## config.mk

```make
export PLATFORM = sky130hd
export DESIGN_NAME = mi3_queue
export DESIGN_NICKNAME = d
export VERILOG_FILES = /design/src/rtl/mi3_pkg.sv /design/src/rtl/mi3_queue.sv
export SDC_FILE = /design/constraint.sdc
export NUM_CORES = 1
export LEC_CHECK = 0
export BUFFER_PORTS_ARGS = -buffer_cell sky130_fd_sc_hd__buf_2
export CAP_MARGIN = 20
export CORE_AREA = 2 2 536 538
export CTS_CLUSTER_DIAMETER = 200
export CTS_CLUSTER_SIZE = 8
export DETAILED_ROUTE_END_ITERATION = 12
export DIE_AREA = 0 0 538 540
export GPL_ROUTABILITY_DRIVEN = 0
export PLACE_DENSITY = 0.49
export SYNTH_ARGS = -nofsm -noshare
export SYNTH_HDL_FRONTEND = slang
export SYNTH_SLANG_ARGS = --single-unit
```

## constraint.sdc

```tcl
create_clock -name clk -period 30.1 [get_ports clk]
set_input_delay 6.02 -clock clk [delete_from_list [all_inputs] [get_ports clk]]
set_output_delay 6.02 -clock clk [all_outputs]
set_load 0.005 [all_outputs]
```

## src/rtl/mi3_pkg.sv

```systemverilog
package mi3_pkg;

	localparam int DATA_WIDTH = 32;
	localparam int FRAC_BITS = 16;
	localparam int NUM_ELEM = 9;
	// exact cofactor, determinant and dividend widths
	localparam int PROD_W = 2 * DATA_WIDTH + 1;
	localparam int DET_W = 3 * DATA_WIDTH + 2;
	localparam int NUM_W = 4 * DATA_WIDTH + 4;
	// quotient bits kept: two guard bits above the signed range
	localparam int QUO_W = DATA_WIDTH + 2;
	localparam int QUEUE_DEPTH = 2;

	typedef logic signed [DATA_WIDTH-1:0] elem_t;

	typedef struct packed {
		elem_t col0_x;
		elem_t col0_y;
		elem_t col0_z;
		elem_t col1_x;
		elem_t col1_y;
		elem_t col1_z;
		elem_t col2_x;
		elem_t col2_y;
		elem_t col2_z;
	} in_word_t;

	typedef struct packed {
		elem_t res0_x;
		elem_t res0_y;
		elem_t res0_z;
		elem_t res1_x;
		elem_t res1_y;
		elem_t res1_z;
		elem_t res2_x;
		elem_t res2_y;
		elem_t res2_z;
		logic  singular;
		logic  saturated;
	} out_word_t;

	// cofactors indexed row * 3 + column, row = cross product number
	typedef struct packed {
		logic [NUM_ELEM-1:0][PROD_W-1:0] adj;
		logic [DET_W-1:0]                det;
		logic                            singular;
	} job_t;

endpackage

```

## src/rtl/mi3_queue.sv

```systemverilog
module mi3_queue (
	input  logic          clk,
	input  logic          arst_n,
	input  logic          wr,
	input  mi3_pkg::job_t wr_data,
	output logic          full,
	input  logic          rd,
	output mi3_pkg::job_t rd_data,
	output logic          empty
);
	import mi3_pkg::*;

	localparam int PTR_W = $clog2(QUEUE_DEPTH);
	localparam int CNT_W = $clog2(QUEUE_DEPTH + 1);

	job_t             mem_q [QUEUE_DEPTH];
	logic [PTR_W-1:0] wr_ptr_q;
	logic [PTR_W-1:0] rd_ptr_q;
	logic [CNT_W-1:0] cnt_q;
	logic             do_wr;
	logic             do_rd;

	assign full = (cnt_q == CNT_W'(QUEUE_DEPTH));
	assign empty = (cnt_q == '0);
	assign do_wr = wr && !full;
	assign do_rd = rd && !empty;
	assign rd_data = mem_q[rd_ptr_q];

	always_ff @(posedge clk or negedge arst_n) begin
		if (!arst_n) begin
			wr_ptr_q <= '0;
			rd_ptr_q <= '0;
			cnt_q <= '0;
		end else begin
			if (do_wr) begin
				wr_ptr_q <= (wr_ptr_q == PTR_W'(QUEUE_DEPTH - 1)) ? '0 : wr_ptr_q + PTR_W'(1);
			end
			if (do_rd) begin
				rd_ptr_q <= (rd_ptr_q == PTR_W'(QUEUE_DEPTH - 1)) ? '0 : rd_ptr_q + PTR_W'(1);
			end
			if (do_wr && !do_rd) begin
				cnt_q <= cnt_q + CNT_W'(1);
			end else if (do_rd && !do_wr) begin
				cnt_q <= cnt_q - CNT_W'(1);
			end
		end
	end

	always_ff @(posedge clk) begin
		if (do_wr) begin
			mem_q[wr_ptr_q] <= wr_data;
		end
	end

endmodule

```

Yosys cells after proc, flatten, opt, wreduce, memory -nomap -nowiden --
Memories as Yosys holds them, arrays and structs flattened. Index checks and enable logic that the tools add are counted.
Cells by class: equality and inequality tests 1, multiplexer cells 6, reductions and logical operators 10, order comparisons 0, div/mod/pow operators 0, shift-type cells 0, multiply operators 0, bitwise logic cells 0, add/sub/neg operators 4
Operators by type and width (count):
- $logic_and A1 B1 Y1 | 4
- $logic_not A1 Y1 | 4
- $mux W1 | 4
- $mux W2 | 2
- $add A1 B1 Y1 const B | 2
- $add A2 B1 Y2 const B | 1
- $eq A2 B2 Y1 const B | 1
- $logic_not A2 Y1 | 1
- $reduce_bool A2 Y1 | 1
- $sub A2 B1 Y2 const B | 1
Word-level totals: output and inout bits 686, bits in registers 4, memory bits (read-only) 0, memories kept 1, latch bits 0, word-level logic and storage cells 25, RAM bits 1368, input bits 688
Memories:
- mem_q | depth 2, width 684, read ports 1, clocked after Yosys merged registers in 0, wr ports 1, line mi3_queue.sv:16 | job_t mem_q [QUEUE_DEPTH];

Longest topological paths before layout --
word-level depth 7, mapped depth 7, gate-level depth less buffers 7

Worst setup path after synthesis --
No wires, ideal clock.
path type input-to-reg, from input wr, to memory mem_q[0][0] (netlist bit), enable pin, cell stages on the path 2, setup time 1.749 ns, arrival 34.386 ns, buffers on the path 0, slack -6.035 ns, required time 28.351 ns, cells stage by stage nand2_1 -> nor2_1
On the way: word-level cells in the longest chain between the ends 3
Ends and longest elaborated chain:
- start, declared | line mi3_queue.sv:4 | input logic wr,
- $logic_and A1 B1 Y1 | line mi3_queue.sv:25 | assign do_wr = wr && !full;
- $mux W1 | line mi3_queue.sv:50 | if (do_wr) begin
- $mux W1 (not written as such) | line mi3_queue.sv:51 | mem_q[wr_ptr_q] <= wr_data;
- end, declared | line mi3_queue.sv:16
No other way between the ends.

==> impl_summary.md <==
Timing
The final period demand of the worst path is 11.64 ns. On the final layout, the worst clock skew is 0.04213 ns. The final setup violation count is 0. After layout, the worst path uses 38.67% of the clock period. The number of slew-limit violations in the final report is 0. The final count of hold timing violations is 0. Based on the critical path, the design can be clocked at up to 85.92 MHz. In the final timing run, aggregate negative setup slack is 0 ns. At the pin with the least slew margin, the transition time is 1.098 ns. The worst-case headroom to the max-slew limit is 26.79%. Setup repair after global routing left no endpoint under its margin.

Placed design
The number of I/O port buffers is 1373. The half-perimeter wire length of the detailed placement result is 148300 µm.

Drt
In this run, the number of DRC markers left after iteration 0 of detailed routing was 1906. After detailed routing, the number of remaining DRC violations is 0. In the final routed layout, each cell accounts on average for 25.48 µm.

After detailed routing, the number of vias per cell comes to 3.658. The first detailed-routing pass took 5 iterations. Once detail routing completed, the nets flagged for antenna violations numbered 0. The total detailed-routing wirelength is 191800 µm. The via count is 27540.

Critical path
The category of the worst setup path capture point is an output port. For the worst setup path, the data required time is 24.08 ns. The number of cells on the worst reg-to-reg path is 8. The most critical setup path has its endpoint at rd_data[94].

The critical path is of the register to output port type. STA classifies the critical path startpoint as a register. The worst-path maximum fanout is 107. The reg-to-reg critical path startpoint is cnt_q[0]. The worst register-to-register path ends at mem_q[0][442]. For flop-to-flop paths, the worst setup slack is 24.47 ns. The origin of the worst setup path is rd_ptr_q. The arrival time of data at the critical path endpoint is 5.62 ns.

Die
Once the floorplan was initialized, standard cells occupied 18.59% of the core. In this run the standard cell core region covers 284500 µm². The die is 540 µm tall.

The top-level port count is 1374. The floorplan step set the die width to 538 µm. The standard-cell row count is 196. The floorplan step defined a die boundary enclosing 290500 µm².

Clock tree
The tree built by TritonCTS fans out to 1372 sinks. TritonCTS built the clock tree. In this run, post-CTS hold repair placed 0 buffers. For the worst-skew pair, the clock arrives at the later sink with an insertion delay of 0.82 ns. The clock transition at the registers of the reported paths is 0.05 ns. The number of gates resized after CTS was 0.

The post-CTS setup buffer count is 0. The total CTS buffers is 193. The H-tree was split into 4 levels. The clock root buffer is clkbuf_16. The number of buffers on the longest clock path is 4.

Synth
The cell area after technology mapping is 52890 µm². The yosys synthesis warning count is 0. The count of cell types in the netlist is 17. Counting flops and latches in the post-synthesis netlist gives 1372. The proportion of synthesized chip area in sequential cells is 77.86%. When the netlist entered floorplanning its net count stood at 2836. The gate count after technology mapping is 2147. A synthesized cell averages 24.63 µm².

Global route
The layer flagged by global routing as most heavily used is met2. For met3 alone, demand over resource in global routing was 7.595%. In the global route stage, met1 resource usage came out at 13.65%. Summed over all layers, the global routing overflow is 0. The total global-route track usage is 12.51%.

Entering global routing, the biggest net connects 126 pins. The met2 capacity usage during global routing is 20.01%. The first global-routing pass estimated 247700 µm of wire.

The number of antenna violations at the first check in global routing is 201. The number of global-route vias before repair is 28280.

Job
Max-cap violations in this run came to 0.

Layout
The number of nets in the layout is 4361. In the final layout, the share of cells above drive strength 1 is 62.08%. Relative to the synthesized area, the layout overhead comes to 29.77%. In the layout the commonest cells are 1373 x buf_2, 1368 x edfxtp_1, 650 x mux2_4.

The final core utilization is 24.13%. The most frequent standard cell in the layout excluding fill and tap cells is buf_2.

Pwr
The maximum vdd ir drop is 0.06658 mV. The overall power consumption is 6.892 mW. The power density over cell area is 100.4 nW/µm². The leakage power of the design is 26.38 nW.

Min path
The min-delay analysis places its worst path in the category register to register.

Outcome
The run finished with clean final reports.
cells in the mapped netlist:
cell type / count / area (µm²)
ha_1: 1 / 12.51
o21ai_0: 1 / 5.000
nand2_1: 1 / 3.750
edfxtp_1: 1368 / 41080
buf_8: 1 / 15.01
mux2_4: 650 / 9759
xor2_1: 2 / 17.52
nor2_1: 3 / 11.26
buf_6: 1 / 11.26
mux2_2: 34 / 382.9
buf_4: 3 / 22.52
and3_1: 1 / 6.260
inv_1: 2 / 7.510
buf_12: 71 / 1421
dfrtp_1: 4 / 100.1
nand2b_1: 1 / 6.260
xnor2_1: 3 / 26.28
critical path: stages (launching register included):
cell	delay [ns]
dfrtp_4	0.73
buf_4	0.86
buf_4	0.72
buf_12	0.57
buf_4	0.90
mux2_4	0.36
buf_2	0.13
stage by stage:
step                      hold WS (ns)  cells  setup WS, ns  instance area (µm²)
after floorplan                 0.4788   2147         5.593                52890
after detailed placement        0.5260   7239         18.91                63320
after global placement          0.5058   7239         18.99                63320
after CTS                       0.5331   7465         18.39                68470
after global routing            0.5828   7478         18.23                68510
final                           0.5393   7529         18.46                68630
registers in the layout (all words and copies together), names as in the netlist:
register / count
cnt_q: 2
mem_q: 1368
rd_ptr_q: 1
wr_ptr_q: 1
where the power goes:
group	internal [mW]	switching, mW
registers	2.62	0.111
clock network	1.15	0.795
logic	1.02	1.19
area by class of cell:
type,instances,area [µm²]
Tap cell,3762,4707
Clock buffer,215,4955
Antenna cell,64,160.2
Sequential cell,1372,41180
Clock inverter,11,195.2
Timing Repair Buffer,1406,7182
Multi-Input combinational cell,697,10240
Inverter,2,7.507
Fill cell,29450,215800
worst min path at each step:
| stage | from | to | slack (ns) | cells past startpoint |
|---|---|---|---|---|
| 2_1_floorplan | wr_ptr_q | wr_ptr_q | 0.48 | 1 |
| 3_3_place_gp | cnt_q[1] | cnt_q[1] | 0.51 | 1 |
| 3_5_place_dp | cnt_q[1] | cnt_q[1] | 0.53 | 1 |
| 4_1_cts | cnt_q[1] | cnt_q[1] | 0.53 | 1 |
| 5_1_grt | cnt_q[1] | cnt_q[1] | 0.58 | 1 |
| 6_report | cnt_q[1] | cnt_q[1] | 0.54 | 1 |
per-layer routing:
metal	share of wire [%]	vias up	wire length (µm)
li1	-	11700	-
met1	36	13800	69700
met2	45	1487	86350
met3	15	447	28370
met4	3.5	114	6649
met5	0.38	-	731
cell families after synthesis:
kind of cell,after synthesis,share of synthesized area [%]
flip-flops,1372,77.86
multiplexers,684,19.18
buffers and inverters,78,2.794
AND/OR/NAND/NOR,6,0.05205
XOR/XNOR,5,0.08282
AO/OA/AOI/OAI,1,0.009454
adder cells (fa/ha/maj),1,0.02365
Note: power is estimated with default switching activity, not from simulation.
