--- src/rtl/mi3_pkg.sv ---
package mi3_pkg;

	localparam int DATA_WIDTH = 32;
	localparam int FRAC_BITS = 16;
	localparam int NUM_ELEM = 9;
	// exact cofactor, determinant and dividend widths
	localparam int PROD_W = 2 * DATA_WIDTH + 1;
	localparam int DET_W = 3 * DATA_WIDTH + 2;
	localparam int NUM_W = 4 * DATA_WIDTH + 4;
	// quotient bits kept: two guard bits above the signed range
	localparam int QUO_W = DATA_WIDTH + 2;
	localparam int QUEUE_DEPTH = 2;

	typedef logic signed [DATA_WIDTH-1:0] elem_t;

	typedef struct packed {
		elem_t col0_x;
		elem_t col0_y;
		elem_t col0_z;
		elem_t col1_x;
		elem_t col1_y;
		elem_t col1_z;
		elem_t col2_x;
		elem_t col2_y;
		elem_t col2_z;
	} in_word_t;

	typedef struct packed {
		elem_t res0_x;
		elem_t res0_y;
		elem_t res0_z;
		elem_t res1_x;
		elem_t res1_y;
		elem_t res1_z;
		elem_t res2_x;
		elem_t res2_y;
		elem_t res2_z;
		logic  singular;
		logic  saturated;
	} out_word_t;

	// cofactors indexed row * 3 + column, row = cross product number
	typedef struct packed {
		logic [NUM_ELEM-1:0][PROD_W-1:0] adj;
		logic [DET_W-1:0]                det;
		logic                            singular;
	} job_t;

endpackage

--- src/rtl/mi3_front.sv ---
module mi3_front (
	input  logic             clk,
	input  logic             arst_n,
	input  logic             push,
	output logic             full,
	input  mi3_pkg::in_word_t matrix,
	output mi3_pkg::job_t    job,
	output logic             job_push,
	input  logic             job_full
);
	import mi3_pkg::*;

	localparam int COF_STEPS = 2 * NUM_ELEM;
	localparam int MUL_STEPS = COF_STEPS + 6;
	localparam int EMIT_STEP = MUL_STEPS + 1;
	localparam int STEP_W = $clog2(EMIT_STEP + 1);

	in_word_t hold_q;
	logic     hold_vld_q;
	in_word_t m_q;
	logic     busy_q;
	logic [STEP_W-1:0] step_q;
	logic [STEP_W-1:0] used;

	logic signed [DATA_WIDTH:0]   op_a;
	elem_t                        op_b;
	logic signed [PROD_W-1:0]     prod;
	logic signed [PROD_W-1:0]     p_s1;
	logic signed [PROD_W-1:0]     acc_q;
	logic [PROD_W-1:0]            adj_q [NUM_ELEM];
	logic signed [DET_W-1:0]      det_q;
	logic signed [DET_W-1:0]      dext;
	logic                         load;

	function automatic logic signed [DATA_WIDTH:0] sx(input elem_t e);
		return {e[DATA_WIDTH-1], e};
	endfunction

	function automatic logic signed [DATA_WIDTH:0] lo_part(input logic [PROD_W-1:0] c);
		return {1'b0, c[DATA_WIDTH-1:0]};
	endfunction

	function automatic logic signed [DATA_WIDTH:0] hi_part(input logic [PROD_W-1:0] c);
		return c[PROD_W-1:DATA_WIDTH];
	endfunction

	// operand schedule: cofactor pairs, then split cofactor times column 2
	always_comb begin
		op_a = '0;
		op_b = '0;
		case (step_q)
			0:  begin op_a = sx(m_q.col1_y); op_b = m_q.col2_z; end
			1:  begin op_a = sx(m_q.col1_z); op_b = m_q.col2_y; end
			2:  begin op_a = sx(m_q.col1_z); op_b = m_q.col2_x; end
			3:  begin op_a = sx(m_q.col1_x); op_b = m_q.col2_z; end
			4:  begin op_a = sx(m_q.col1_x); op_b = m_q.col2_y; end
			5:  begin op_a = sx(m_q.col1_y); op_b = m_q.col2_x; end
			6:  begin op_a = sx(m_q.col2_y); op_b = m_q.col0_z; end
			7:  begin op_a = sx(m_q.col2_z); op_b = m_q.col0_y; end
			8:  begin op_a = sx(m_q.col2_z); op_b = m_q.col0_x; end
			9:  begin op_a = sx(m_q.col2_x); op_b = m_q.col0_z; end
			10: begin op_a = sx(m_q.col2_x); op_b = m_q.col0_y; end
			11: begin op_a = sx(m_q.col2_y); op_b = m_q.col0_x; end
			12: begin op_a = sx(m_q.col0_y); op_b = m_q.col1_z; end
			13: begin op_a = sx(m_q.col0_z); op_b = m_q.col1_y; end
			14: begin op_a = sx(m_q.col0_z); op_b = m_q.col1_x; end
			15: begin op_a = sx(m_q.col0_x); op_b = m_q.col1_z; end
			16: begin op_a = sx(m_q.col0_x); op_b = m_q.col1_y; end
			17: begin op_a = sx(m_q.col0_y); op_b = m_q.col1_x; end
			18: begin op_a = lo_part(adj_q[6]); op_b = m_q.col2_x; end
			19: begin op_a = hi_part(adj_q[6]); op_b = m_q.col2_x; end
			20: begin op_a = lo_part(adj_q[7]); op_b = m_q.col2_y; end
			21: begin op_a = hi_part(adj_q[7]); op_b = m_q.col2_y; end
			22: begin op_a = lo_part(adj_q[8]); op_b = m_q.col2_z; end
			23: begin op_a = hi_part(adj_q[8]); op_b = m_q.col2_z; end
			default: begin op_a = '0; op_b = '0; end
		endcase
	end

	assign prod = op_a * op_b;
	assign used = step_q - STEP_W'(1);
	assign dext = {{(DET_W - PROD_W){p_s1[PROD_W-1]}}, p_s1};
	assign load = !busy_q && hold_vld_q;
	assign full = hold_vld_q;
	assign job_push = busy_q && (step_q == STEP_W'(EMIT_STEP));

	always_comb begin
		for (int i = 0; i < NUM_ELEM; i++) begin
			job.adj[i] = adj_q[i];
		end
		job.det = det_q;
		job.singular = (det_q == '0);
	end

	always_ff @(posedge clk or negedge arst_n) begin
		if (!arst_n) begin
			hold_vld_q <= 1'b0;
			busy_q <= 1'b0;
			step_q <= '0;
		end else begin
			if (push && !hold_vld_q) begin
				hold_vld_q <= 1'b1;
			end else if (load) begin
				hold_vld_q <= 1'b0;
			end
			if (load) begin
				busy_q <= 1'b1;
				step_q <= '0;
			end else if (busy_q) begin
				if (step_q != STEP_W'(EMIT_STEP)) begin
					step_q <= step_q + STEP_W'(1);
				end else if (!job_full) begin
					busy_q <= 1'b0;
				end
			end
		end
	end

	always_ff @(posedge clk) begin
		if (push && !hold_vld_q) begin
			hold_q <= matrix;
		end
		if (load) begin
			m_q <= hold_q;
			det_q <= '0;
		end else if (busy_q) begin
			if (step_q < STEP_W'(MUL_STEPS)) begin
				p_s1 <= prod;
			end
			if (step_q != '0 && step_q <= STEP_W'(MUL_STEPS)) begin
				if (used < STEP_W'(COF_STEPS)) begin
					if (!used[0]) begin
						acc_q <= p_s1;
					end else begin
						adj_q[used[STEP_W-1:1]] <= acc_q - p_s1;
					end
				end else if (used[0]) begin
					det_q <= det_q + (dext <<< DATA_WIDTH);
				end else begin
					det_q <= det_q + dext;
				end
			end
		end
	end

endmodule

--- config.mk ---
export PLATFORM = sky130hd
export DESIGN_NAME = mi3_front
export DESIGN_NICKNAME = d
export VERILOG_FILES = /design/src/rtl/mi3_pkg.sv /design/src/rtl/mi3_front.sv
export SDC_FILE = /design/constraint.sdc
export NUM_CORES = 2
export LEC_CHECK = 0
export ABC_AREA = 1
export BUFFER_PORTS_ARGS = -buffer_cell sky130_fd_sc_hd__buf_4
export CORE_MARGIN = 2
export CORE_UTILIZATION = 40
export DETAILED_ROUTE_END_ITERATION = 6
export RECOVER_POWER = 50
export SYNTH_ARGS = -nofsm -noshare
export SYNTH_HDL_FRONTEND = slang
export SYNTH_SLANG_ARGS = --single-unit
--- constraint.sdc ---
create_clock -name clk -period 23.6 [get_ports clk]
set_input_delay 1.18 -clock clk [delete_from_list [all_inputs] [get_ports clk]]
set_output_delay 1.18 -clock clk [all_outputs]
set_load 0.01 [all_outputs]
* Word-level counts from Yosys, hierarchy flattened *
Memories as Yosys holds them, arrays and structs flattened.
Cells that the tools add are included.
Widths: inputs -> output; s select.

operators by class
  multiplexer cells = 18
  order comparisons = 3
  $add $sub $neg = 5
  multiply operators = 1
  bitwise gates (word level) = 3
  reductions and logical operators = 34
  equal/unequal tests = 25

operators by type and width
  operator             count
  $pmux 33 s15         1
  $pmux 32 s9          1
  $add 98x65->98       1
  $add 98x97->98       1
  $logic_not 98->1     1
  $mux 98              1
  $mul 33x32->65       1
  $sub 65x65->65       1
  $eq 5x5->1 const B   9
  $eq 5x4->1 const B   8
  $reduce_or 2->1      15
  $eq 5x3->1 const B   4
  $mux 5               3
  $mux 1               12
  $reduce_or 4->1      3
  $eq 5x2->1 const B   2
  $lt 5x5->1 const B   2
  $reduce_and 3->1     2
  $reduce_bool 2->1    3
  $add 5x1->5 const B  1
  $eq 5x1->1 const B   1
  $le 5x5->1 const B   1
  $logic_not 5->1      1
  $ne 5x5->1 const B   1
  other kinds (7)      13

storage, ports and cells
  output and inout bits = 686
  memories = 1
  bits in writable memories = 585
  input bits = 292
  register bits = 811

memories
  memory  words  width  rd ports  clocked after Yosys merged registers in  wr ports  RTL line         text
  adj_q   9      65     9         0                                        1         mi3_front.sv:30  logic [PROD_W-1:0] adj_q [NUM_ELEM];

* Depth between registers and ports, before layout *
  word-level depth = 7
  mapped depth = 45

* Least setup slack after synthesis *
Ideal clock, no wire load.

  kind = input to register
  start = input push
  end = register hold_q[0] (netlist bit), enable pin
  setup slack = 9.342 ns
  data arrival time = 13.305 ns
  stages = 2
  cells stage by stage = inv_1 nor2_1

between the ends
  word-level cells in the longest chain between the ends = 1

RTL lines
  item                  RTL line          text
  from (decl)           mi3_front.sv:4    input logic push,
  $logic_and 1x1->1     mi3_front.sv:120  if (push && !hold_vld_q) begin
  to (signal assigned)  mi3_front.sv:121  hold_q <= matrix;
  to (decl)             mi3_front.sv:18   in_word_t hold_q;

No other way between the ends.
A chain may end at the register's enable or synchronous reset.

* Final worst setup path *
  start = register step_q[0]
  end = register p_s1[57] (data pin)

between the ends
  word-level cells in the longest chain between the ends = 4

RTL lines
  item                                                                        RTL line          text
  from (decl)                                                                 mi3_front.sv:22   logic [STEP_W-1:0] step_q;
  from (signal assigned)                                                      mi3_front.sv:111  step_q <= step_q + STEP_W'(1);
  $eq 5x5->1 (tied with other cells)                                          mi3_front.sv:51   case (step_q)
  $reduce_or 4->1 (no source line) / $reduce_or 2->1 (equally long branches)  --
  $pmux 32 s9 / $pmux 33 s15 (equally long branches)                          mi3_front.sv:51
  $mul 33x32->65 (*)                                                          mi3_front.sv:80   assign prod = op_a * op_b;
  named net prod[57]                                                          mi3_front.sv:27   logic signed [PROD_W-1:0] prod;
  to (signal assigned)                                                        mi3_front.sv:128  p_s1 <= prod;
  to (decl)                                                                   mi3_front.sv:28   logic signed [PROD_W-1:0] p_s1;

The timed path passes the listed nets; every way through them passes the cells marked *.

==> reports/results.tsv <==
metric	value	unit
ys_async_sr_fraction	0.00501	
dp_slack	12.14	ns
drcViolationCount	6	
register_area	40900	sq um
postSynthAreaPerCell	9.70	sq um
seq_area_frac_synth	0.396	
start_util	0.402	
critPathArrivalTime	12.29	ns
finalHoldViolCount	0	
final.setup.tns	0	ns
cts.clk_slew.worst_paths	0.06	ns
grt_pass1_vias	87857	
ctsHoldBuffers	0	
die_w	512	um
wl_per_cell	31.5	um
vias_per_cell	5.67	
cts-buffers-inserted	152	
grtUsageTotal	0.359	
r2r_cells	27	
synthesis.area	103000	sq um
violations	DRC, capacitance limit, slew limit	
coreArea	257000	sq um
routed_wl	479000	um
layout-drive-gt1-share	0.0669	
cp-start-kind	flop	
grtUsageMet1	0.462	
post-route-util	0.458	
yosys.cell_types.count	62	
grt-ovfl-total	0	
drtAntennaViolNets	0	
cts_setup_buffers	0	
h-tree-depth	4	
layout_setup_ws	11.85	ns
synth_nets	12486	
synth_enable_flop_cells	1291	
crit_path_max_fanout	27	
hold_path.class	in -> async	
grt_setup_unrepaired	no	
tightest_slew	9.63	ns
skew	0.108	ns
clockBufferDepth	3	
die_area	263000	sq um
via_count	86208	
row_count	186	
boundaryPins	978	
clkLatencyLatePin	0.87	ns
grt-busiest-layer	met2	
status	finished, violations left	
area_growth	13.8	%
grt_pass1_wl	664000	um
ctsRootBufferMaster	clkbuf_16	
fillers	25167	
startpoint	step_q[0]$_DFFE_PN0P_	
r2r-start	step_q[0]$_DFFE_PN0P_	
relSlewSlack	-5.42	
grt_max_degree	181	
setup_violations	0	
multi_input_area	53700	sq um
grt_util_met2	0.560	
ctsResizeCount	0	
cts.sinks	1396	
cts_tree	done	
cp-end-kind	flop	
cp_data_required_time	24.14	ns
cap_viol_max_count	10	
period_needed	11.75	ns
drtIter0Drc	10505	
crit_type	reg -> reg	
finalMaxSlewViolations	544	
drt-pass1-iter-count	7	
die_y	512	um
yosysWarnings	0	
gr-usage-met3	0.0852	
dp_hpwl	386000	um
synth-main-ff-cell	edfxtp_1	
ys_ff_latch	1396	
fmax	85.1	MHz
antenna_found_initial	55	
synth_cells	10662	
globalplace.congestion	1.04	
finalCritPeriodShare	0.498	
final_nets	13499	
io_buffer_count	977	
whs	0.279	ns
==> cells in the mapped netlist (54+ instances only) <==
library cell / instances / area [sq um]
nor2_1: 1273 / 4780
nand4_1: 70 / 438
nand3_1: 262 / 1310
xor2_1: 124 / 1090
edfxtp_1: 1291 / 38800
xnor2_1: 70 / 613
dfxtp_1: 98 / 1960
a21oi_1: 621 / 3110
o22ai_1: 64 / 400
ha_1: 416 / 5200
fa_1: 1116 / 22300
nor3_1: 92 / 460
buf_2: 172 / 861
o21ai_0: 484 / 2420
a221oi_1: 54 / 473
a22o_1: 70 / 613
inv_1: 2009 / 7540
nand2_1: 1773 / 6660
o21bai_1: 55 / 413
nor4_1: 58 / 363
clkbuf_1: 79 / 297
==> area by class of cell <==
type,count,share of cell area
Tap cell,3384,0.0360
Timing Repair Buffer,1144,0.0495
Multi-Input combinational cell,6924,0.457
Sequential cell,1396,0.348
Inverter,2057,0.0657
Clock inverter,97,0.00987
Clock buffer,183,0.0340
Antenna cell,11,0.000234
==> per-layer routing <==
layer  share of wire  vias to the layer above  routed length [um]
met5         0.00021                        -                 100
met4           0.068                       14               32500
met3            0.10                     1139               49000
met2            0.44                     5305              212000
met1            0.39                    43323              185000
li1                -                    36427                   -
==> sequential cells by signal, indices dropped and copies added (netlist names) <==
signal	flops
adj_q	585
hold_q	288
m_q	288
det_q	98
acc_q	65
p_s1	65
step_q	5
busy_q	1
full	1
==> per-stage QoR <==
| stage | cells | cell area [sq um] |
|---|---|---|
| 3_5_place_dp | 14905 | 115000 |
| 5_1_grt | 15187 | 118000 |
| 6_report | 15196 | 118000 |
| 2_1_floorplan | 10662 | 103000 |
| 4_1_cts | 15185 | 120000 |
| 3_3_place_gp | 14902 | 115000 |
==> worst paths after layout <==
check	to	slack, ns
min in group clk	m_q[126]$_DFFE_PP_	0.32
max in group asynchronous	step_q[2]$_DFFE_PN0P_	22.97
worst max register to register	p_s1[57]$_DFFE_PP_	11.85
worst min-delay path	busy_q$_DFF_PN0_	0.28
worst max-delay path	p_s1[57]$_DFFE_PP_	11.85
worst min register to register	m_q[126]$_DFFE_PP_	0.32
==> worst max-delay path, stage by stage (launching register included) <==
cell      delay (ns)
dfrtp_2         0.59
inv_2           0.39
ha_1            0.41
nand2_1         0.14
nor2_2          0.15
nor2_2          0.82
o22ai_1         0.16
a221oi_1        0.59
and3_1          0.26
buf_4           0.35
clkinv_1        0.87
nor2_1          0.49
fa_1            0.53
fa_1            0.43
fa_1            0.58
fa_1            0.46
fa_1            0.47
fa_1            0.43
fa_1            0.68
fa_1            0.46
ha_1            0.37
a21oi_1         0.30
inv_1           0.07
a31oi_1         0.39
o21ai_0         0.25
a221oi_1        0.41
o211ai_1        0.18
xor2_1          0.17
==> kinds of logic (layout without fill, tap and decap cells) <==
family / after synthesis / after routing / share of synthesized area
DFF: 1396 / 1396 / 0.396
xor gates and xnor gates: 194 / 194 / 0.0164
and+or+nand+nor: 3635 / 3635 / 0.146
other: 0 / 11 / 0
adders and majority gates: 1532 / 1532 / 0.266
buffers and inverters: 2342 / 3481 / 0.0881
AOI/OAI and AO/OA: 1563 / 1563 / 0.0877
==> layout by cell type (no fill, tap or decap), drive strengths merged, types with 34 or more instances in the layout <==
cell type / instances
clkinv: 81
dfxtp: 98
ha: 416
xnor2: 70
a21o: 40
o211ai: 50
nor3: 95
o21ai: 489
nand4: 71
a31oi: 34
edfxtp: 1291
a221oi: 54
clkbuf: 1096
nor4: 81
a22o: 70
fa: 1116
buf: 231
nand3: 264
nor2: 1290
a21oi: 623
o21bai: 55
inv: 2056
o22ai: 64
xor2: 124
nand2: 1774
Power is left out: the tool's default activity adds up to more than one toggle a clock period on the data nets, which glitch-free logic cannot reach.
