`config.mk`:
```
export PLATFORM = sky130hd
export DESIGN_NAME = mi3_back
export DESIGN_NICKNAME = d
export VERILOG_FILES = /design/src/rtl/mi3_pkg.sv /design/src/rtl/mi3_back.sv
export SDC_FILE = /design/constraint.sdc
export NUM_CORES = 2
export LEC_CHECK = 0
export BUFFER_PORTS_ARGS = -buffer_cell sky130_fd_sc_hd__buf_2
export CORE_ASPECT_RATIO = 1.25
export CORE_MARGIN = 2
export CORE_UTILIZATION = 40
export CTS_CLUSTER_DIAMETER = 80
export DETAILED_ROUTE_END_ITERATION = 8
export PLACE_DENSITY = 0.61
export SYNTH_ARGS = -nofsm -noshare
export SYNTH_HDL_FRONTEND = slang
export SYNTH_SLANG_ARGS = --single-unit
```
`constraint.sdc`:
```
create_clock -name clk -period 23 [get_ports clk]
set_input_delay 0 -clock clk [delete_from_list [all_inputs] [get_ports clk]]
set_output_delay 0 -clock clk [all_outputs]
set_load 0.005 [all_outputs]
```
`src/rtl/mi3_pkg.sv`:
```
package mi3_pkg;

	localparam int DATA_WIDTH = 32;
	localparam int FRAC_BITS = 16;
	localparam int NUM_ELEM = 9;
	// exact cofactor, determinant and dividend widths
	localparam int PROD_W = 2 * DATA_WIDTH + 1;
	localparam int DET_W = 3 * DATA_WIDTH + 2;
	localparam int NUM_W = 4 * DATA_WIDTH + 4;
	// quotient bits kept: two guard bits above the signed range
	localparam int QUO_W = DATA_WIDTH + 2;
	localparam int QUEUE_DEPTH = 2;

	typedef logic signed [DATA_WIDTH-1:0] elem_t;

	typedef struct packed {
		elem_t col0_x;
		elem_t col0_y;
		elem_t col0_z;
		elem_t col1_x;
		elem_t col1_y;
		elem_t col1_z;
		elem_t col2_x;
		elem_t col2_y;
		elem_t col2_z;
	} in_word_t;

	typedef struct packed {
		elem_t res0_x;
		elem_t res0_y;
		elem_t res0_z;
		elem_t res1_x;
		elem_t res1_y;
		elem_t res1_z;
		elem_t res2_x;
		elem_t res2_y;
		elem_t res2_z;
		logic  singular;
		logic  saturated;
	} out_word_t;

	// cofactors indexed row * 3 + column, row = cross product number
	typedef struct packed {
		logic [NUM_ELEM-1:0][PROD_W-1:0] adj;
		logic [DET_W-1:0]                det;
		logic                            singular;
	} job_t;

endpackage

```
`src/rtl/mi3_back.sv`:
```
module mi3_back (
	input  logic              clk,
	input  logic              arst_n,
	input  mi3_pkg::job_t     job,
	input  logic              job_empty,
	output logic              job_pop,
	output mi3_pkg::out_word_t inverse,
	output logic              empty,
	input  logic              pop
);
	import mi3_pkg::*;

	localparam int ELEM_W = $clog2(NUM_ELEM);
	localparam int CNT_W = $clog2(QUO_W);

	typedef enum logic [2:0] {ST_IDLE, ST_LOAD, ST_DIV, ST_FIN, ST_DONE} state_t;

	state_t            state_q;
	job_t              job_q;
	logic [DET_W-1:0]  dabs_q;
	logic              dneg_q;
	logic              neg_q;
	logic [NUM_W-1:0]  r_q;
	logic [NUM_W-1:0]  dsh_q;
	logic [QUO_W-1:0]  q_q;
	logic [CNT_W-1:0]  cnt_q;
	logic [ELEM_W-1:0] e_q;
	elem_t             res_q [NUM_ELEM];
	logic              sing_q;
	logic              sat_q;
	out_word_t         out_q;
	logic              ovld_q;

	logic [ELEM_W-1:0] kidx;
	logic [PROD_W-1:0] cof;
	logic [PROD_W-1:0] cmag;
	logic [NUM_W-1:0]  numer;
	logic              ge;
	logic [QUO_W-1:0]  lim;
	logic              sat;
	logic [QUO_W-1:0]  mag;
	logic [QUO_W-1:0]  val;
	logic              out_free;

	// result element order is column-major over the cofactor rows
	function automatic logic [ELEM_W-1:0] cof_index(input logic [ELEM_W-1:0] e);
		logic [ELEM_W-1:0] k;
		case (e)
			0: k = ELEM_W'(0);
			1: k = ELEM_W'(3);
			2: k = ELEM_W'(6);
			3: k = ELEM_W'(1);
			4: k = ELEM_W'(4);
			5: k = ELEM_W'(7);
			6: k = ELEM_W'(2);
			7: k = ELEM_W'(5);
			default: k = ELEM_W'(8);
		endcase
		return k;
	endfunction

	assign kidx = cof_index(e_q);
	assign cof = job_q.adj[kidx];
	assign cmag = cof[PROD_W-1] ? (~cof + PROD_W'(1)) : cof;
	assign numer = (NUM_W'(cmag) << (2 * FRAC_BITS + 1)) + NUM_W'(dabs_q);
	assign ge = (r_q >= dsh_q);
	assign lim = neg_q ? (QUO_W'(1) << (DATA_WIDTH - 1))
	                   : ((QUO_W'(1) << (DATA_WIDTH - 1)) - QUO_W'(1));
	assign sat = (q_q > lim);
	assign mag = sat ? lim : q_q;
	assign val = neg_q ? (~mag + QUO_W'(1)) : mag;
	assign out_free = !ovld_q || pop;
	assign job_pop = (state_q == ST_IDLE) && !job_empty;
	assign inverse = out_q;
	assign empty = !ovld_q;

	always_ff @(posedge clk or negedge arst_n) begin
		if (!arst_n) begin
			state_q <= ST_IDLE;
			ovld_q <= 1'b0;
		end else begin
			// a pop while the next word is loaded leaves the valid flag set for it
			if (pop && ovld_q && state_q != ST_DONE) begin
				ovld_q <= 1'b0;
			end
			unique case (state_q)
				ST_IDLE: begin
					if (!job_empty) begin
						job_q <= job;
						dneg_q <= job.det[DET_W-1];
						dabs_q <= job.det[DET_W-1] ? (~job.det + DET_W'(1)) : job.det;
						e_q <= '0;
						sat_q <= 1'b0;
						sing_q <= job.singular;
						if (job.singular) begin
							for (int i = 0; i < NUM_ELEM; i++) begin
								res_q[i] <= '0;
							end
							state_q <= ST_DONE;
						end else begin
							state_q <= ST_LOAD;
						end
					end
				end
				ST_LOAD: begin
					r_q <= numer;
					dsh_q <= NUM_W'(dabs_q) << QUO_W;
					q_q <= '0;
					cnt_q <= '0;
					neg_q <= cof[PROD_W-1] ^ dneg_q;
					state_q <= ST_DIV;
				end
				ST_DIV: begin
					if (ge) begin
						r_q <= r_q - dsh_q;
					end
					q_q <= {q_q[QUO_W-2:0], ge};
					dsh_q <= dsh_q >> 1;
					cnt_q <= cnt_q + CNT_W'(1);
					if (cnt_q == CNT_W'(QUO_W - 1)) begin
						state_q <= ST_FIN;
					end
				end
				ST_FIN: begin
					res_q[e_q] <= val[DATA_WIDTH-1:0];
					sat_q <= sat_q | sat;
					if (e_q == ELEM_W'(NUM_ELEM - 1)) begin
						state_q <= ST_DONE;
					end else begin
						e_q <= e_q + ELEM_W'(1);
						state_q <= ST_LOAD;
					end
				end
				ST_DONE: begin
					if (out_free) begin
						out_q.res0_x <= res_q[0];
						out_q.res0_y <= res_q[1];
						out_q.res0_z <= res_q[2];
						out_q.res1_x <= res_q[3];
						out_q.res1_y <= res_q[4];
						out_q.res1_z <= res_q[5];
						out_q.res2_x <= res_q[6];
						out_q.res2_y <= res_q[7];
						out_q.res2_z <= res_q[8];
						out_q.singular <= sing_q;
						out_q.saturated <= sat_q;
						ovld_q <= 1'b1;
						state_q <= ST_IDLE;
					end
				end
				default: state_q <= ST_IDLE;
			endcase
		end
	end

`ifndef SYNTHESIS
	a_sing_no_sat: assert property (@(posedge clk) disable iff (!arst_n)
		(ovld_q && out_q.singular) |-> !out_q.saturated)
		else $error("singular word flagged saturated");
	a_div_count: assert property (@(posedge clk) disable iff (!arst_n)
		(state_q == ST_DIV) |-> (cnt_q < CNT_W'(QUO_W)))
		else $error("divider step count overran");
	a_elem_range: assert property (@(posedge clk) disable iff (!arst_n)
		(state_q == ST_LOAD) |-> (e_q < ELEM_W'(NUM_ELEM) && !job_q.singular))
		else $error("divider started on bad element");
	a_pop_idle: assert property (@(posedge clk) disable iff (!arst_n)
		job_pop |=> (state_q == ST_LOAD || state_q == ST_DONE))
		else $error("job taken without starting");
`endif

endmodule
```
Word-level counts from Yosys, hierarchy flattened

Memories as Yosys holds them, arrays and structs flattened. A register that Yosys moved wholly into a read port is not among the register bits.
Cells that the tools add are included.

Register bits: 1001
RAM bits: 288
Memory bits (read-only): 24
Input bits: 688
Output and inout port bits: 292
Memories kept: 2

Add/subtract/negate cells: 7
Order comparisons: 3
Equal/unequal tests: 12
Muxes and demuxes: 37
Bitwise gates (word level): 6
Reduce and logical (&&, ||, !) cells: 20

Memory list:

| memory           | depth | width | read ports | clocked after Yosys merged registers in | wr ports | RTL line       | text |
|---|---|---|---|---|---|---|---|
| res_q            | 9     | 32    | 9          | 9                                       | 9        | mi3_back.sv:28 | `elem_t res_q [NUM_ELEM];` |
| (name not given) | 8     | 3     | 1          | 1                                       | 0        | mi3_back.sv:48 | `case (e)` |

Operator list:

| operator                                                        | number |
|---|---|
| 132-bit one-hot mux with 2 select lines                         | 2 |
| 65-bit binary-select mux with 4-bit select                      | 1 |
| 132-bit greater-or-equal comparator                             | 1 |
| 132-bit 2-to-1 mux                                              | 1 |
| 132-bit subtractor                                              | 1 |
| 65-bit 2-to-1 mux                                               | 2 |
| 32-bit 2-to-1 mux                                               | 4 |
| 98-bit by 98-bit adder with 99-bit output                       | 1 |
| 98-bit by 1-bit adder with 98-bit output, second input constant | 1 |
| 98-bit inverter                                                 | 1 |
| 97-bit 2-to-1 mux                                               | 1 |
| 34-bit one-hot mux with 2 select lines                          | 1 |
| 65-bit by 1-bit adder with 65-bit output, second input constant | 1 |
| 65-bit inverter                                                 | 1 |
| 34-bit by 32-bit greater-than comparator with 1-bit output      | 1 |
| 32-bit by 1-bit adder with 32-bit output, second input constant | 1 |
| 32-bit inverter                                                 | 1 |
| 32-bit OR reduction                                             | 1 |
| 3-bit 2-to-1 mux                                                | 6 |
| 4-bit 2-to-1 mux                                                | 4 |
| 3-bit one-hot mux with 5 select lines                           | 1 |
| 3-bit AND reduction                                             | 5 |
| 6-bit one-hot mux with 2 select lines                           | 1 |
| 1-bit 2-to-1 mux                                                | 11 |
| 22 further kinds                                                | 34 |

Longest topological paths before layout

Word-level depth: 8
Gate-level depth with buffers: 32

Least setup slack after synthesis

No wires, ideal clock.

Kind: register to register
From: reg state_q[1]
To: mem res_q[0][0] in the netlist's numbering, enable pin
Setup time: 0.400 ns
Data arrival time: 21.583 ns
Setup slack: 1.017 ns
Stages on the path, launching flop included: 6
Clock period less this slack: 21.983 ns
Cells stage by stage: dfrtp_1 buf_1 nor4_1 and2_1 nand2_1 nand2_1

RTL lines:

| item                     | RTL line        | text |
|---|---|---|
| start: declaration       | mi3_back.sv:18  | `state_t state_q;` |
| start signal: assignment | mi3_back.sv:79  | `state_q <= ST_IDLE;` |
| start signal: assignment | mi3_back.sv:99  | `state_q <= ST_DONE;` |
| start signal: assignment | mi3_back.sv:101 | `state_q <= ST_LOAD;` |
| end: declaration         | mi3_back.sv:28  |  |

==> out/results.ini <==
[run_status]
status = finished clean

[grt]
grt_pass1_wl_mm = 392
gr-usage-met1_pct = 31.0
grt_antenna_before_repair = 59
grt_usage_pct = 27.6
grt_max_degree = 190
grt_busiest_layer = met2
grt_pass1_vias = 61735
gr-usage-met2_pct = 47.8
grt_overflow = 0
gr-usage-met3_pct = 4.99

[timing]
worst_slew_pin_slew_ns = 1.26
relSlewSlack_pct = 16.0
hold_violations = 0
fin_skew_ns = 0.0858
min_period_ns = 9.02
grt_setup_unrepaired = no
slew_viol_final = 0
finalSetupViolCount = 0
tns_ns = 0
fmax_ghz = 0.111
setup_ws_ns = 13.98
period_share_pct = 39.2

[floorplanning]
rows = 177
die_x_um = 391
core-area_sq_mm = 0.186
io_pins = 980
die_y_um = 488
start_util_pct = 40.2
die-area_sq_mm = 0.191

[clock_network]
clk_pin_slew_worst_paths_ns = 0.07
cts_tree = built
cts_setup_buffers = 0
cts_htree_levels = 4
cts_buffers = 163
cts_root_buf = clkbuf_16
clock_latency_ns = 0.88
cts_buffer_depth = 3
cts.sinks = 1580

[yosys]
ys_warn_count = 0
ys_types = 84
synthTopCellsByArea = edfxtp_1 63%, ha_1 4.0%, nand2_1 3.2%
synth_top_area_share_pct = 63.1
ys_async_sr_fraction_pct = 0.253
synth_area_sq_mm = 0.0748
yosys.area.top_type = edfxtp_1
synth_edf_count = 1573
synth_ff_type = edfxtp_1
synth-seq-area-share_pct = 63.3
syn_area_per_cell_sq_um = 12.0
syn_nets = 7144
synth_cells = 6213
synth_seq_cells = 1580

[worst_setup_path]
arrival_ns = 9.53
critical_path_class = reg2reg
cp_max_fo = 45
worst_ep_required_time_ns = 23.51
start_kind = register
worstSetupEndpointType = register

[drt]
first_pass_iters = 8
via_per_inst = 5.57
drc_errors = 0
wl_mm = 272
postRouteAntennaNets = 0
num_vias = 61693
wire_per_inst_um = 24.6
dr.first_iter.drc_count = 6368

[power_and_ir_drop]
power.total_mw = 13.0
powerDensity_mw_per_mm2 = 128
ir_drop_mv = 0.0805
p_leak_nw = 38.6

[job]
maxCapViolCount = 0

[placement]
gp_congestion = 0.949
place_hpwl_mm = 180
dp_slack_ns = 14.25
portBuffers = 979

[final_layout]
drive_above_1_share_pct = 16.1
nets = 9405
syn2layout_area_growth_pct = 35.6
fillers = 14822

[min_path]
hp-class = in2reg

## timing repair
item / CTS / global route
resized for setup: 0 / 0
hold endpoints to repair: 773 / 0
hold buffers: 1365 / 0
## state kept, by name (all words and copies together), names as in the netlist, 4 cells and up, named ones only
signal / cells
res_q: 288
cnt_q: 6
dsh_q: 132
r_q: 132
dabs_q: 98
q_q: 34
inverse: 290
job_q: 585
e_q: 4
## cells in the mapped netlist (23+ instances only)
master	number
a211oi_1	93
a21o_1	141
a21oi_1	369
a311oi_1	52
a31oi_1	76
and2_1	23
and3_1	43
buf_2	57
clkbuf_1	250
edfxtp_1	1573
ha_1	241
inv_1	227
mux2i_1	79
nand2_1	646
nand2b_1	58
nand3_1	94
nand4_1	99
nor2_1	606
nor2b_1	92
nor3_1	72
nor4_1	29
o211ai_1	25
o21a_1	44
o21ai_0	430
o21bai_1	54
o31ai_1	57
or3_1	31
xnor2_1	231
xor2_1	108
## worst max-delay path, stage by stage, from the launching register on
cell and delay (ns):
dfxtp_4 0.62, buf_4 0.64, nand2b_4 0.39, nand2_1 0.21
a311oi_1 0.14, o31ai_1 0.72, nand4_1 0.28, or3_1 0.45
nor2b_1 0.54, nor2_1 0.11, xor2_1 0.17, ha_1 0.47
nand4_1 0.20, or3_1 0.41, nor4_1 0.48, o2111ai_1 0.29
a2111oi_1 0.87, o211ai_1 0.27, a21oi_1 0.28, o211ai_1 0.16
a2111oi_1 0.66, o21a_1 0.18, o31ai_1 0.07
## logic make-up (layout without fill, tap and decap cells)
| family | after synthesis | after routing | share of synthesized area [%] |
|---|---|---|---|
| compound gates | 1532 | 1532 | 12.9 |
| buf+inv | 563 | 2957 | 3.00 |
| flops | 1580 | 1580 | 63.3 |
| xor+xnor | 339 | 339 | 3.97 |
| simple gates | 1863 | 1863 | 11.3 |
| mux | 93 | 93 | 1.43 |
| other cells | 0 | 57 | 0 |
| fa+ha+maj | 243 | 243 | 4.08 |
## through the flow
| stage | hold WS [ns] | cells | cell area, sq um | utilization (%) |
|---|---|---|---|---|
| 6_report | 0.0698 | 11080 | 101000 | 54.5 |
| 5_1_grt | 0.0131 | 11071 | 101000 | 54.5 |
| 4_1_cts | 0.00924 | 11023 | 101000 | 54.5 |
| 3_5_place_dp | -0.0841 | 9360 | 82200 | 44.2 |
| 3_3_place_gp | -0.0901 | 9359 | 82200 | 44.2 |
| 2_1_floorplan | -0.296 | 6213 | 74800 | - |
## layout by cell type, fill, tap and decap left out, types with 20 or more instances in the layout
cell type and instances:
edfxtp_1 1573, dlygate4sd3_1 1365, buf_2 978, nand2_1 645, nor2_1 604, o21ai_0 429, a21oi_1 368, ha_1 241
xnor2_1 231, inv_1 226, clkbuf_16 164, a21o_1 141, xor2_1 108, nand4_1 99, nand3_1 94, a211oi_1 93
nor2b_1 90, buf_4 84, mux2i_1 79, a31oi_1 75, nor3_1 71, diode_2 57, o31ai_1 57, nand2b_1 56
o21bai_1 53, a311oi_1 52, and3_1 43, o21a_1 43, clkinv_2 34, or3_1 31, nor4_1 29, clkinv_1 28
o211ai_1 25, and2_1 21, clkbuf_1 20
## path summary, 6_finish.rpt
kind | from | endpoint | slack [ns] | depth (start not counted)
worst max register to register | register | r_q[94] | 13.98 | 22
min in group asynchronous | arst_n | state_q[0] | 0.44 | 3
worst max-delay path | register | r_q[94] | 13.98 | 22
worst min-delay path | job[648] | job_q[648] | 0.07 | 2
worst min register to register | res_q[3][22] | inverse[184] | 0.39 | 0
max in group asynchronous | arst_n | ovld_q | 22.33 | 3
## report_power, final
| group | internal [mW] | total, mW | switching, mW |
|---|---|---|---|
| combinational | 2.16 | 6.13 | 3.97 |
| sequential | 3.89 | 4.12 | 0.233 |
| clock | 1.50 | 2.74 | 1.24 |
| total | 7.54 | 13.0 | 5.45 |
## layer usage
layer  wire length, um  up-vias
met3             20200      941
met1             96900    29560
met5               104        -
met4             20400       16
met2            134000     3558
li1                  -    27618
## final cells by class
cell class	count	area (sq um)	area share, %
clock inverter	114	1290	1.28
timing repair buffer	2431	19300	19.0
multi-input combinational	4070	25300	24.9
tap	2416	3020	2.98
antenna	57	143	0.141
clock buffer	184	4180	4.12
sequential	1580	47400	46.7
inverter	228	856	0.844
(Power assumes the default switching activity.)
